**config.mk**
```make
export PLATFORM = sky130hd
export DESIGN_NAME = sha1_hash_engine
export DESIGN_NICKNAME = d
export VERILOG_FILES = /design/src/sv/sha1_pkg.sv /design/src/sv/sha1_hash_engine.sv /design/src/sv/sha1_round.sv /design/src/sv/sha1_sched.sv
export SDC_FILE = /design/constraint.sdc
export NUM_CORES = 2
export LEC_CHECK = 0
export BUFFER_PORTS_ARGS = -buffer_cell sky130_fd_sc_hd__buf_4
export CELL_PAD_IN_SITES_DETAIL_PLACEMENT = 0
export CELL_PAD_IN_SITES_GLOBAL_PLACEMENT = 2
export CORE_ASPECT_RATIO = 0.75
export CORE_UTILIZATION = 42
export DETAILED_ROUTE_END_ITERATION = 16
export GPL_TIMING_DRIVEN = 0
export HOLD_SLACK_MARGIN = 0.05
export PLACE_DENSITY_LB_ADDON = 0.1
export SYNTH_ARGS = -nofsm -noshare
export SYNTH_HDL_FRONTEND = slang
export SYNTH_SLANG_ARGS = --single-unit
```
**constraint.sdc**
```tcl
create_clock -name clk -period 15.2 [get_ports clk]
set_input_delay 3.04 -clock clk [delete_from_list [all_inputs] [get_ports clk]]
set_output_delay 3.04 -clock clk [all_outputs]
set_load 0.02 [all_outputs]
```
**src/sv/sha1_pkg.sv**
```systemverilog
package sha1_pkg;

	localparam int unsigned WORDS = 5;
	localparam int unsigned WIN_WORDS = 16;

	localparam logic OP_ABSORB = 1'b0;
	localparam logic OP_FINISH = 1'b1;

	localparam logic [6:0] LAST_ROUND = 7'd79;
	localparam logic [5:0] LAST_POS = 6'd63;
	localparam logic [5:0] LEN_POS = 6'd56;
	localparam logic [2:0] LAST_WORD = 3'd4;
	localparam logic [7:0] PAD_BYTE = 8'h80;

	localparam logic [31:0] INIT_WORDS [WORDS] = '{
		32'h67452301, 32'hEFCDAB89, 32'h98BADCFE, 32'h10325476, 32'hC3D2E1F0
	};
	localparam logic [31:0] ROUND_K [4] = '{
		32'h5A827999, 32'h6ED9EBA1, 32'h8F1BBCDC, 32'hCA62C1D6
	};

	typedef struct packed {
		logic       operation;
		logic [7:0] data_byte;
	} msg_item_t;

	typedef struct packed {
		logic [31:0] digest_word;
		logic [2:0]  word_index;
		logic        last_word;
	} digest_item_t;

	typedef struct packed {
		logic [31:0] a;
		logic [31:0] b;
		logic [31:0] c;
		logic [31:0] d;
		logic [31:0] e;
	} work_t;

	typedef struct packed {
		logic shift_byte;
		logic step;
	} sched_ctl_t;

	typedef enum logic [2:0] {
		ST_IDLE,
		ST_PAD,
		ST_ROUND,
		ST_FOLD,
		ST_EMIT
	} state_t;

endpackage

```
**src/sv/sha1_hash_engine.sv**
```systemverilog
// channel  | handshake                   | payload
// msg      | msg_valid / msg_ready       | operation, data_byte
// digest   | digest_valid / digest_ready | digest_word, word_index, last_word
//
// the byte that fills a block starts its 80 rounds through the one shared
// round unit, then the chaining add
// a finish pads out the block and hashes it, then pads and hashes a second block
// when fill >= 56, then hands out the five digest words
// msg_ready is high only while idle; a stalled digest word holds until taken
// reset restores the initial chaining value and clears the counters
module sha1_hash_engine (
	input  logic                   clk,
	input  logic                   arst_n,
	input  logic                   msg_valid,
	output logic                   msg_ready,
	input  sha1_pkg::msg_item_t    msg,
	output logic                   digest_valid,
	input  logic                   digest_ready,
	output sha1_pkg::digest_item_t digest
);

	sha1_pkg::state_t     state_q, state_d;
	sha1_pkg::sched_ctl_t sched_ctl;
	sha1_pkg::work_t      work_q, work_next, chain_work;

	logic [31:0] chain_q [sha1_pkg::WORDS];
	logic [5:0]  fill_q;
	logic [63:0] bits_q;
	logic [6:0]  round_q;
	logic [5:0]  pos_q;
	logic        first_q;
	logic        len_blk_q;
	logic        pad_q;
	logic [2:0]  word_idx_q;
	logic [7:0]  pad_byte;
	logic [7:0]  sched_byte;
	logic [31:0] w;
	logic        msg_acc;
	logic        dig_acc;

	assign msg_acc = msg_valid && msg_ready;
	assign dig_acc = digest_valid && digest_ready;

	assign chain_work = '{a: chain_q[0], b: chain_q[1], c: chain_q[2], d: chain_q[3],
		e: chain_q[4]};

	// padding stream: marker, zeros, then the length big-endian in the last 8 bytes
	always_comb begin
		if (first_q) begin
			pad_byte = sha1_pkg::PAD_BYTE;
		end else if (len_blk_q && pos_q >= sha1_pkg::LEN_POS) begin
			pad_byte = bits_q[{~pos_q[2:0], 3'b000} +: 8];
		end else begin
			pad_byte = 8'h00;
		end
	end

	assign sched_byte = (state_q == sha1_pkg::ST_PAD) ? pad_byte : msg.data_byte;

	sha1_sched u_sched (
		.clk     (clk),
		.ctl     (sched_ctl),
		.byte_in (sched_byte),
		.w       (w)
	);

	sha1_round u_round (
		.work      (work_q),
		.w         (w),
		.round     (round_q),
		.work_next (work_next)
	);

	always_comb begin
		state_d = state_q;
		case (state_q)
			sha1_pkg::ST_IDLE: begin
				if (msg_acc) begin
					if (msg.operation == sha1_pkg::OP_FINISH) begin
						state_d = sha1_pkg::ST_PAD;
					end else if (fill_q == sha1_pkg::LAST_POS) begin
						state_d = sha1_pkg::ST_ROUND;
					end
				end
			end
			sha1_pkg::ST_PAD: begin
				if (pos_q == sha1_pkg::LAST_POS) begin
					state_d = sha1_pkg::ST_ROUND;
				end
			end
			sha1_pkg::ST_ROUND: begin
				if (round_q == sha1_pkg::LAST_ROUND) begin
					state_d = sha1_pkg::ST_FOLD;
				end
			end
			sha1_pkg::ST_FOLD: begin
				if (!pad_q) begin
					state_d = sha1_pkg::ST_IDLE;
				end else if (len_blk_q) begin
					state_d = sha1_pkg::ST_EMIT;
				end else begin
					state_d = sha1_pkg::ST_PAD;
				end
			end
			sha1_pkg::ST_EMIT: begin
				if (dig_acc && word_idx_q == sha1_pkg::LAST_WORD) begin
					state_d = sha1_pkg::ST_IDLE;
				end
			end
			default: begin
				state_d = sha1_pkg::ST_IDLE;
			end
		endcase
	end

	always_comb begin
		msg_ready = 1'b0;
		digest_valid = 1'b0;
		sched_ctl = '0;
		case (state_q)
			sha1_pkg::ST_IDLE: begin
				msg_ready = 1'b1;
				sched_ctl.shift_byte = msg_valid && (msg.operation == sha1_pkg::OP_ABSORB);
			end
			sha1_pkg::ST_PAD: begin
				sched_ctl.shift_byte = 1'b1;
			end
			sha1_pkg::ST_ROUND: begin
				sched_ctl.step = 1'b1;
			end
			sha1_pkg::ST_EMIT: begin
				digest_valid = 1'b1;
			end
			default: begin
				msg_ready = 1'b0;
			end
		endcase
	end

	assign digest.digest_word = chain_q[word_idx_q];
	assign digest.word_index = word_idx_q;
	assign digest.last_word = (word_idx_q == sha1_pkg::LAST_WORD);

	always_ff @(posedge clk or negedge arst_n) begin
		if (!arst_n) begin
			state_q <= sha1_pkg::ST_IDLE;
			for (int i = 0; i < sha1_pkg::WORDS; i++) begin
				chain_q[i] <= sha1_pkg::INIT_WORDS[i];
			end
			fill_q <= '0;
			bits_q <= '0;
			round_q <= '0;
			pos_q <= '0;
			first_q <= 1'b0;
			len_blk_q <= 1'b0;
			pad_q <= 1'b0;
			word_idx_q <= '0;
		end else begin
			state_q <= state_d;
			case (state_q)
				sha1_pkg::ST_IDLE: begin
					round_q <= '0;
					if (msg_acc) begin
						if (msg.operation == sha1_pkg::OP_ABSORB) begin
							fill_q <= fill_q + 6'd1;
							bits_q <= bits_q + 64'd8;
							pad_q <= 1'b0;
						end else begin
							pos_q <= fill_q;
							first_q <= 1'b1;
							len_blk_q <= (fill_q < sha1_pkg::LEN_POS);
							pad_q <= 1'b1;
						end
					end
				end
				sha1_pkg::ST_PAD: begin
					pos_q <= pos_q + 6'd1;
					first_q <= 1'b0;
					round_q <= '0;
				end
				sha1_pkg::ST_ROUND: begin
					round_q <= round_q + 7'd1;
				end
				sha1_pkg::ST_FOLD: begin
					chain_q[0] <= chain_q[0] + work_q.a;
					chain_q[1] <= chain_q[1] + work_q.b;
					chain_q[2] <= chain_q[2] + work_q.c;
					chain_q[3] <= chain_q[3] + work_q.d;
					chain_q[4] <= chain_q[4] + work_q.e;
					word_idx_q <= '0;
					// second padding block carries only zeros and the length
					if (pad_q && !len_blk_q) begin
						pos_q <= '0;
						len_blk_q <= 1'b1;
					end
				end
				sha1_pkg::ST_EMIT: begin
					if (dig_acc) begin
						word_idx_q <= word_idx_q + 3'd1;
						if (word_idx_q == sha1_pkg::LAST_WORD) begin
							for (int i = 0; i < sha1_pkg::WORDS; i++) begin
								chain_q[i] <= sha1_pkg::INIT_WORDS[i];
							end
							fill_q <= '0;
							bits_q <= '0;
							pad_q <= 1'b0;
						end
					end
				end
				default: begin
					round_q <= '0;
				end
			endcase
		end
	end

	// working variables load from the chaining value as a block starts
	always_ff @(posedge clk) begin
		if (state_q == sha1_pkg::ST_ROUND) begin
			work_q <= work_next;
		end else if (state_d == sha1_pkg::ST_ROUND) begin
			work_q <= chain_work;
		end
	end

`ifndef SYNTHESIS
	a_ready_excl: assert property (@(posedge clk) disable iff (!arst_n)
		!(msg_ready && digest_valid))
		else $error("msg_ready and digest_valid high together");

	a_round_range: assert property (@(posedge clk) disable iff (!arst_n)
		(state_q == sha1_pkg::ST_ROUND) |-> (round_q <= sha1_pkg::LAST_ROUND))
		else $error("round counter out of range");

	a_index_range: assert property (@(posedge clk) disable iff (!arst_n)
		digest_valid |-> (digest.word_index <= sha1_pkg::LAST_WORD))
		else $error("digest word index out of range");

	a_idle_after_last: assert property (@(posedge clk) disable iff (!arst_n)
		(dig_acc && digest.last_word) |=> (msg_ready && fill_q == 6'd0 && bits_q == 64'd0))
		else $error("engine not restored after last digest word");

	a_pad_start: assert property (@(posedge clk) disable iff (!arst_n)
		(msg_acc && msg.operation == sha1_pkg::OP_FINISH) |=> (first_q && pad_q))
		else $error("finish request did not start padding");
`endif

endmodule

```
**src/sv/sha1_round.sv**
```systemverilog
module sha1_round (
	input  sha1_pkg::work_t  work,
	input  logic [31:0]      w,
	input  logic [6:0]       round,
	output sha1_pkg::work_t  work_next
);

	logic [1:0]  phase;
	logic [31:0] f;
	logic [31:0] t;

	always_comb begin
		if (round < 7'd20) begin
			phase = 2'd0;
		end else if (round < 7'd40) begin
			phase = 2'd1;
		end else if (round < 7'd60) begin
			phase = 2'd2;
		end else begin
			phase = 2'd3;
		end
	end

	always_comb begin
		case (phase)
			2'd0: begin
				f = (work.b & work.c) | (~work.b & work.d);
			end
			2'd2: begin
				f = (work.b & work.c) | (work.b & work.d) | (work.c & work.d);
			end
			default: begin
				f = work.b ^ work.c ^ work.d;
			end
		endcase
	end

	assign t = {work.a[26:0], work.a[31:27]} + f + work.e + sha1_pkg::ROUND_K[phase] + w;

	always_comb begin
		work_next.a = t;
		work_next.b = work.a;
		work_next.c = {work.b[1:0], work.b[31:2]};
		work_next.d = work.c;
		work_next.e = work.d;
	end

endmodule

```
**src/sv/sha1_sched.sv**
```systemverilog
module sha1_sched (
	input  logic                 clk,
	input  sha1_pkg::sched_ctl_t ctl,
	input  logic [7:0]           byte_in,
	output logic [31:0]          w
);

	// 16-word window, word 0 is the oldest: bytes enter at the low byte of word 15,
	// rounds pull word 0 out and push the next schedule word
	logic [31:0] win_q [sha1_pkg::WIN_WORDS];
	logic [31:0] mix;

	assign mix = win_q[13] ^ win_q[8] ^ win_q[2] ^ win_q[0];
	assign w = win_q[0];

	always_ff @(posedge clk) begin
		if (ctl.shift_byte) begin
			for (int i = 0; i < sha1_pkg::WIN_WORDS - 1; i++) begin
				win_q[i] <= {win_q[i][23:0], win_q[i + 1][31:24]};
			end
			win_q[sha1_pkg::WIN_WORDS - 1] <= {win_q[sha1_pkg::WIN_WORDS - 1][23:0], byte_in};
		end else if (ctl.step) begin
			for (int i = 0; i < sha1_pkg::WIN_WORDS - 1; i++) begin
				win_q[i] <= win_q[i + 1];
			end
			win_q[sha1_pkg::WIN_WORDS - 1] <= {mix[30:0], mix[31]};
		end
	end

endmodule
```
-- Word level (Yosys, flattened, before mapping)
Memory sizes are Yosys's and may differ from the RTL's.
Cells that the tools add are included.
W data, S select, Z words.
- multiplexer cells: 81
- shift-type cells: 1
- eq/ne operators: 16
- $lt $le $gt $ge: 7
- reductions and logical operators: 23
- bitwise gates (word level): 33
- add/sub/neg operators: 14
- operators with widths (operator ; number):
    $mux W160 ; 4
    $mux W32 ; 20
    $pmux W160 S2 ; 1
    $add A32 B32 Y32 ; 9
    $mux W64 ; 4
    $xor A32 B32 Y32 ; 5
    $and A32 B32 Y32 ; 4
    $pmux W64 S2 ; 1
    $bmux W32 S3 ; 1
    $or A32 B32 Y32 ; 3
    $add A64 B4 Y64 const B ; 1
    $bmux W32 S2 ; 1
    $pmux W32 S2 ; 1
    $shiftx A64 B7 Y8 ; 1
    $mux W6 ; 7
    $not A32 Y32 ; 1
    $mux W3 ; 9
    $mux W8 ; 3
    $mux W1 ; 18
    $pmux W6 S3 ; 1
    $or A1 B1 Y1 ; 16
    $pmux W3 S5 ; 1
    $lt A7 B6 Y1 const B ; 2
    $pmux W7 S2 ; 1
    34 further kinds ; 60
- memories: 1
- RAM bits: 512
- register bits after elaboration: 412
- word-level logic and storage cells: 195
- input bits: 13
- memories (name ; words ; bits a word ; read ports ; clocked after Yosys merged registers in ; wr ports ; RTL line ; source):
    u_sched.win_q ; 16 ; 32 ; 16 ; 0 ; 16 ; sha1_sched.sv:10 ; logic [31:0] win_q [sha1_pkg::WIN_WORDS];

-- Longest topological paths before layout
- depth in word-level cells: 11
- mapped depth: 25
- gate-level depth less buffers: 23

-- By module
Synthesis repeated with hierarchy kept, for this count alone.
- cell total of the unflattened synthesis: 5128
- area total of the unflattened synthesis: 57690.3 µm²
- modules (own cells, without submodules) (module ; cells an instance ; area an instance (µm²) ; instances):
    sha1_hash_engine ; 2994 ; 26688.1 ; 1
    sha1_sched ; 1247 ; 24071.8 ; 1
    sha1_round ; 887 ; 6930.4 ; 1

-- Worst setup path after synthesis
Ideal clock, no wire load.
- path type: input to register
- start point: in msg_valid
- end point: mem u_sched.win_q[0][0], enable pin
- arrival: 11.991 ns
- required time: 11.568 ns
- stages on the path: 5
- setup time: 3.632 ns
- path slack: -0.423 ns
- cells stage by stage: nand2_2 -> nor2_1 -> nor2_1 -> clkbuf_1 -> nand2_1
- RTL lines (element ; RTL line ; source):
    start: declaration ; sha1_hash_engine.sv:14 ; input logic msg_valid,
    end: declaration ; sha1_sched.sv:10 ;

-- Worst setup path in the final report
- start point: reg round_q[3]
- end point: reg work_q[154] in the netlist's numbering, data pin
- longest elaborated chain between the ends: 11
- elaborated cells on any way between the ends: 18
- classes of those cells: add/sub (4); order compare (3); eq/ne (1); mux (8); bitwise (1); reduce/logical (1)
- ends and longest elaborated chain (element ; RTL line ; source):
    start: declaration ; sha1_hash_engine.sv:29 ; logic [6:0] round_q;
    start signal: assignment ; sha1_hash_engine.sv:182 ; round_q <= round_q + 7'd1;
    $lt A7 B6 Y1 ; sha1_round.sv:17 ; end else if (round < 7'd60) begin
    $mux W1 ; sha1_round.sv:17 ;
    $mux W2 ; sha1_round.sv:15 ; end else if (round < 7'd40) begin
    $mux W2 (*) ; sha1_round.sv:13 ; if (round < 7'd20) begin
    $eq A2 B2 Y1 (tied with other cells) ; sha1_round.sv:25 ; case (phase)
    $pmux W32 S2 / $bmux W32 S2 (equally long branches) ; sha1_round.sv:25, sha1_round.sv:38 ;
    $add A32 B32 Y32 / $mux W32 (equally long branches) (2 in series) ; sha1_round.sv:38 ; assign t = {work.a[26:0], work.a[31:27]} + f + work.e + sha1_pkg::ROUND_K[phase] + w;
    $add A32 B32 Y32 (*) (2 in series) ; sha1_round.sv:38 ;
    $mux W160 (*) ; sha1_hash_engine.sv:219 ; if (state_q == sha1_pkg::ST_ROUND) begin
    end signal: assignment ; sha1_hash_engine.sv:220 ; work_q <= work_next;
    end signal: assignment ; sha1_hash_engine.sv:222 ; work_q <= chain_work;
    end: declaration ; sha1_hash_engine.sv:24 ; sha1_pkg::work_t work_q, work_next, chain_work;
Every way passes the cells marked *; elsewhere a longest branch is shown, timed or not. The select of a mux whose other input is x is not followed.
A chain may end at the register's enable or synchronous reset.

==> impl_results.md <==
- Global-route wire length before repair: 305000 microns
- Peak VDD IR: 0.0982 mV
- Initial antenna violation count: 14
- Reg2reg end: work_q[154]$_DFFE_PP_
- Seq/Total Area, Yosys: 49.2%
- I/O Buffers: 50
- #FFs+latches synth: 921
- RSZ-0062 raised after global routing: false
- F_max: 124 MHz
- IO Pins: 51
- Vias: 44.2k
- TritonRoute pass-1 iters: 6
- Via/cell ratio: 5.77
- Power per cell area: 148 nW/um^2
- Crit Path Class: register to register
- Final wirelength: 216000 microns
- Die width: 415 microns
- Syn Std Cell Area: 53900 sq um
- Die Ht: 312 microns
- Startpoint Class: register
- Core Area: 127000 sq um
- EDFF count, synth: 672
- Leakage power: 26.6 nW
- Fin. max-slew vios: 32
- Slew @ Worst Pin: 1610 ps
- Gr usage total: 32.9%
- Clock root buffer: clkbuf_16
- Slew margin rel.: -7.63%
- CP Max Fanout: 13
- Fin. Hold Viols: 0
- FF-to-FF setup slack: 7150 ps
- Clock tree sinks: 921
- Worst Hold End: round_q[0]$_DFFE_PN0N_
- Total CTS buffers: 101
- DR DRC count: 0
- MaxCap Viol Count: 3
- P&R area growth vs syn: 11.1%
- Final core occ: 47.1%
- Critical Path RT: 15690 ps
- Hpwl dp: 167000 microns
- Number of DRC markers in iteration 0: 5346
- DIE AREA: 130000 sq um
- Share of layout cells above drive strength 1: 6.01%
- Cells after Synth: 5731
- Overflow after GRT: 0
- Fill count: 12.4k
- Critical Path AT: 8530 ps
- Standard-cell rows: 113
- Post-synth ARST share: 27.0%
- H-tree Lvls: 3
- Later-pin clock latency in the skew report: 760 ps
- Ys Warns: 0
- Total power: 0.00887 W
- Skew final: 51.6 ps
- Post-CTS sizing: 0
- Longest Clk Path Bufs: 3
- Status: finished with violations
- CTS clock-pin slew for the worst setup and hold paths: 70 ps
- Tmin final: 8050 ps
- Routed len/inst: 28.2 microns
- Distinct cells, synth: 81
- Failing checks: max-capacitance violations, max-slew violations
- Final setup TNS: 0 ps
- Synth Area per Inst: 9.40 sq um
- Net Count, Synth: 6067
- Largest net degree at the start of global routing: 119
- Finish-stage setup viols: 0
- Routability Congestion: 0.987
- Worst Hold Class: register to register
- Final period util: 52.9%
- Cell count of the worst hold path: 1
- Antenna Nets Post-Route: 0
- Worst r2r src: round_q[3]$_DFFE_PN0N_
- Main flop type after synthesis: edfxtp_1
- Commonest non-fill, non-tap cell in the layout: nand2_1
- Final net count: 6240
- Reg2reg path depth: 23
- Most frequent cells in the layout: nand2_1 (1878), edfxtp_1 (672), o21ai_0 (450)
- TritonCTS clock tree: done
- Initial Util: 42.4%
- WHS: 522 ps
- Vias in the first global route: 41.3k
- Hold path startpoint: round_q[0]$_DFFE_PN0N_
- Post-CTS setup buffers: 0
- Crit end category: register
- # hold bufs at CTS: 0
[stage by stage]
step	instance area [sq um]	worst slack (ps)	cells
after floorplan	53900	4430	5731
after global placement	56300	-1100	7448
after detailed placement	56700	7220	7465
after CTS	59800	7190	7650
after global routing	59800	6770	7653
final	59800	7150	7656
[worst max-delay path, cell delays in order, from the launching register on]
cell and delay, ps:
dfrtp_1 370, clkbuf_1 200, o21a_1 230, nor2_1 910, clkbuf_2 820, nand2_1 390, inv_1 450, nor2_1 310
fa_1 550, inv_1 60, fa_1 610, inv_1 80, fa_1 500, inv_1 40, ha_1 310, a21o_1 160
a21oi_1 210, o21ai_0 170, nand3_1 110, nand2_1 50, a211oi_1 590, o21a_1 310, xor2_1 260, o21ai_0 110
[cells in the mapped netlist, types with 6 or more instances]
cell type  number  area share, %
mux2i_1        21           0.39
o21bai_1       19           0.26
fa_1          123            4.6
o211ai_1        8           0.11
or4_1           6          0.084
a21o_1         78            1.1
nor4_1          8          0.093
clkbuf_1      242            1.7
mux4_2         45            1.9
inv_1         353            2.5
dfstp_2        80            3.9
dfrtp_1       169            7.9
nand4_1        33           0.38
nand2b_1       27           0.31
a311oi_1        7           0.11
o21a_1         23           0.32
a21oi_1       219            2.0
nor2_1        254            1.8
or3_1          45           0.52
o21ai_0       453            4.2
nand3_1       100           0.93
and3_1         32           0.37
a31oi_1        26           0.30
a211o_1         6          0.098
a22o_1         11           0.18
a211oi_1       24           0.33
nor3_1         49           0.46
a221oi_1       29           0.47
nor3b_1        10           0.14
xnor2_1       179            2.9
buf_1          17           0.12
nand2_1      1879             13
and2_1         10           0.12
a21boi_0       10           0.14
o221ai_1       21           0.34
nor2b_1        20           0.23
xor2_1        125            2.0
ha_1          200            4.6
o31ai_1        17           0.24
edfxtp_1      672             37
[worst max path at each step]
stage / from / end / slack [ps] / depth (start not counted)
2_1_floorplan: msg_valid / work_q[0]$_DFFE_PP_ / 4430 / 5
3_3_place_gp: msg[8] / work_q[87]$_DFFE_PP_ / -1100 / 6
3_5_place_dp: round_q[3]$_DFFE_PN0N_ / work_q[156]$_DFFE_PP_ / 7220 / 23
4_1_cts: round_q[3]$_DFFE_PN0N_ / work_q[156]$_DFFE_PP_ / 7190 / 23
5_1_grt: round_q[3]$_DFFE_PN0N_ / work_q[159]$_DFFE_PP_ / 6770 / 24
6_report: round_q[3]$_DFFE_PN0N_ / work_q[154]$_DFFE_PP_ / 7150 / 23
[where the power goes]
part           internal (W)  switching (W)  leakage, nW
registers           0.00371       0.000798         9.86
logic              0.000758        0.00117         15.2
clock network       0.00132        0.00112         1.50
[per-layer routing]
metal	wire length, microns	vias up	part of all wire (%)	GRT usage [%]
met5	21	-	0.0097	0
met4	4060	4	1.9	6.60
met3	22500	213	10	8.97
met2	88800	1890	41	46.4
met1	100000	22200	47	50.2
li1	-	19900	-	-
[state kept, by name, summed over array words and instances, names as in the netlist]
register / cells
u_sched.win_q: 512
pad_q: 1
pos_q: 6
chain_q: 160
fill_q: 6
bits_q: 61
round_q: 7
state_q: 3
word_idx_q: 3
work_q: 160
len_blk_q: 1
first_q: 1
[logic make-up (layout without fill, tap and decap cells)]
| group | Yosys count | count (layout) | synth area share [%] |
|---|---|---|---|
| xor+xnor | 304 | 304 | 4.94 |
| mux | 67 | 67 | 2.29 |
| buf+inv | 615 | 870 | 4.29 |
| compound gates | 1002 | 1002 | 11.1 |
| flops | 921 | 921 | 49.2 |
| fa+ha+maj | 323 | 323 | 9.22 |
| other cells | 0 | 3 | 0 |
| simple gates | 2499 | 2499 | 18.9 |
[final cells by class]
| type | instances | area, sq um | area share (%) |
|---|---|---|---|
| Multi-Input combinational cell | 4195 | 25100 | 41.9 |
| Antenna cell | 3 | 7.51 | 0.0125 |
| Timing Repair Buffer | 70 | 752 | 1.26 |
| Buffer | 261 | 990 | 1.65 |
| Clock buffer | 144 | 2760 | 4.61 |
| Inverter | 354 | 1330 | 2.22 |
| Clock inverter | 41 | 325 | 0.544 |
| Tap cell | 1667 | 2090 | 3.49 |
| Sequential cell | 921 | 26500 | 44.3 |
Power figures use the tool's default switching activity.
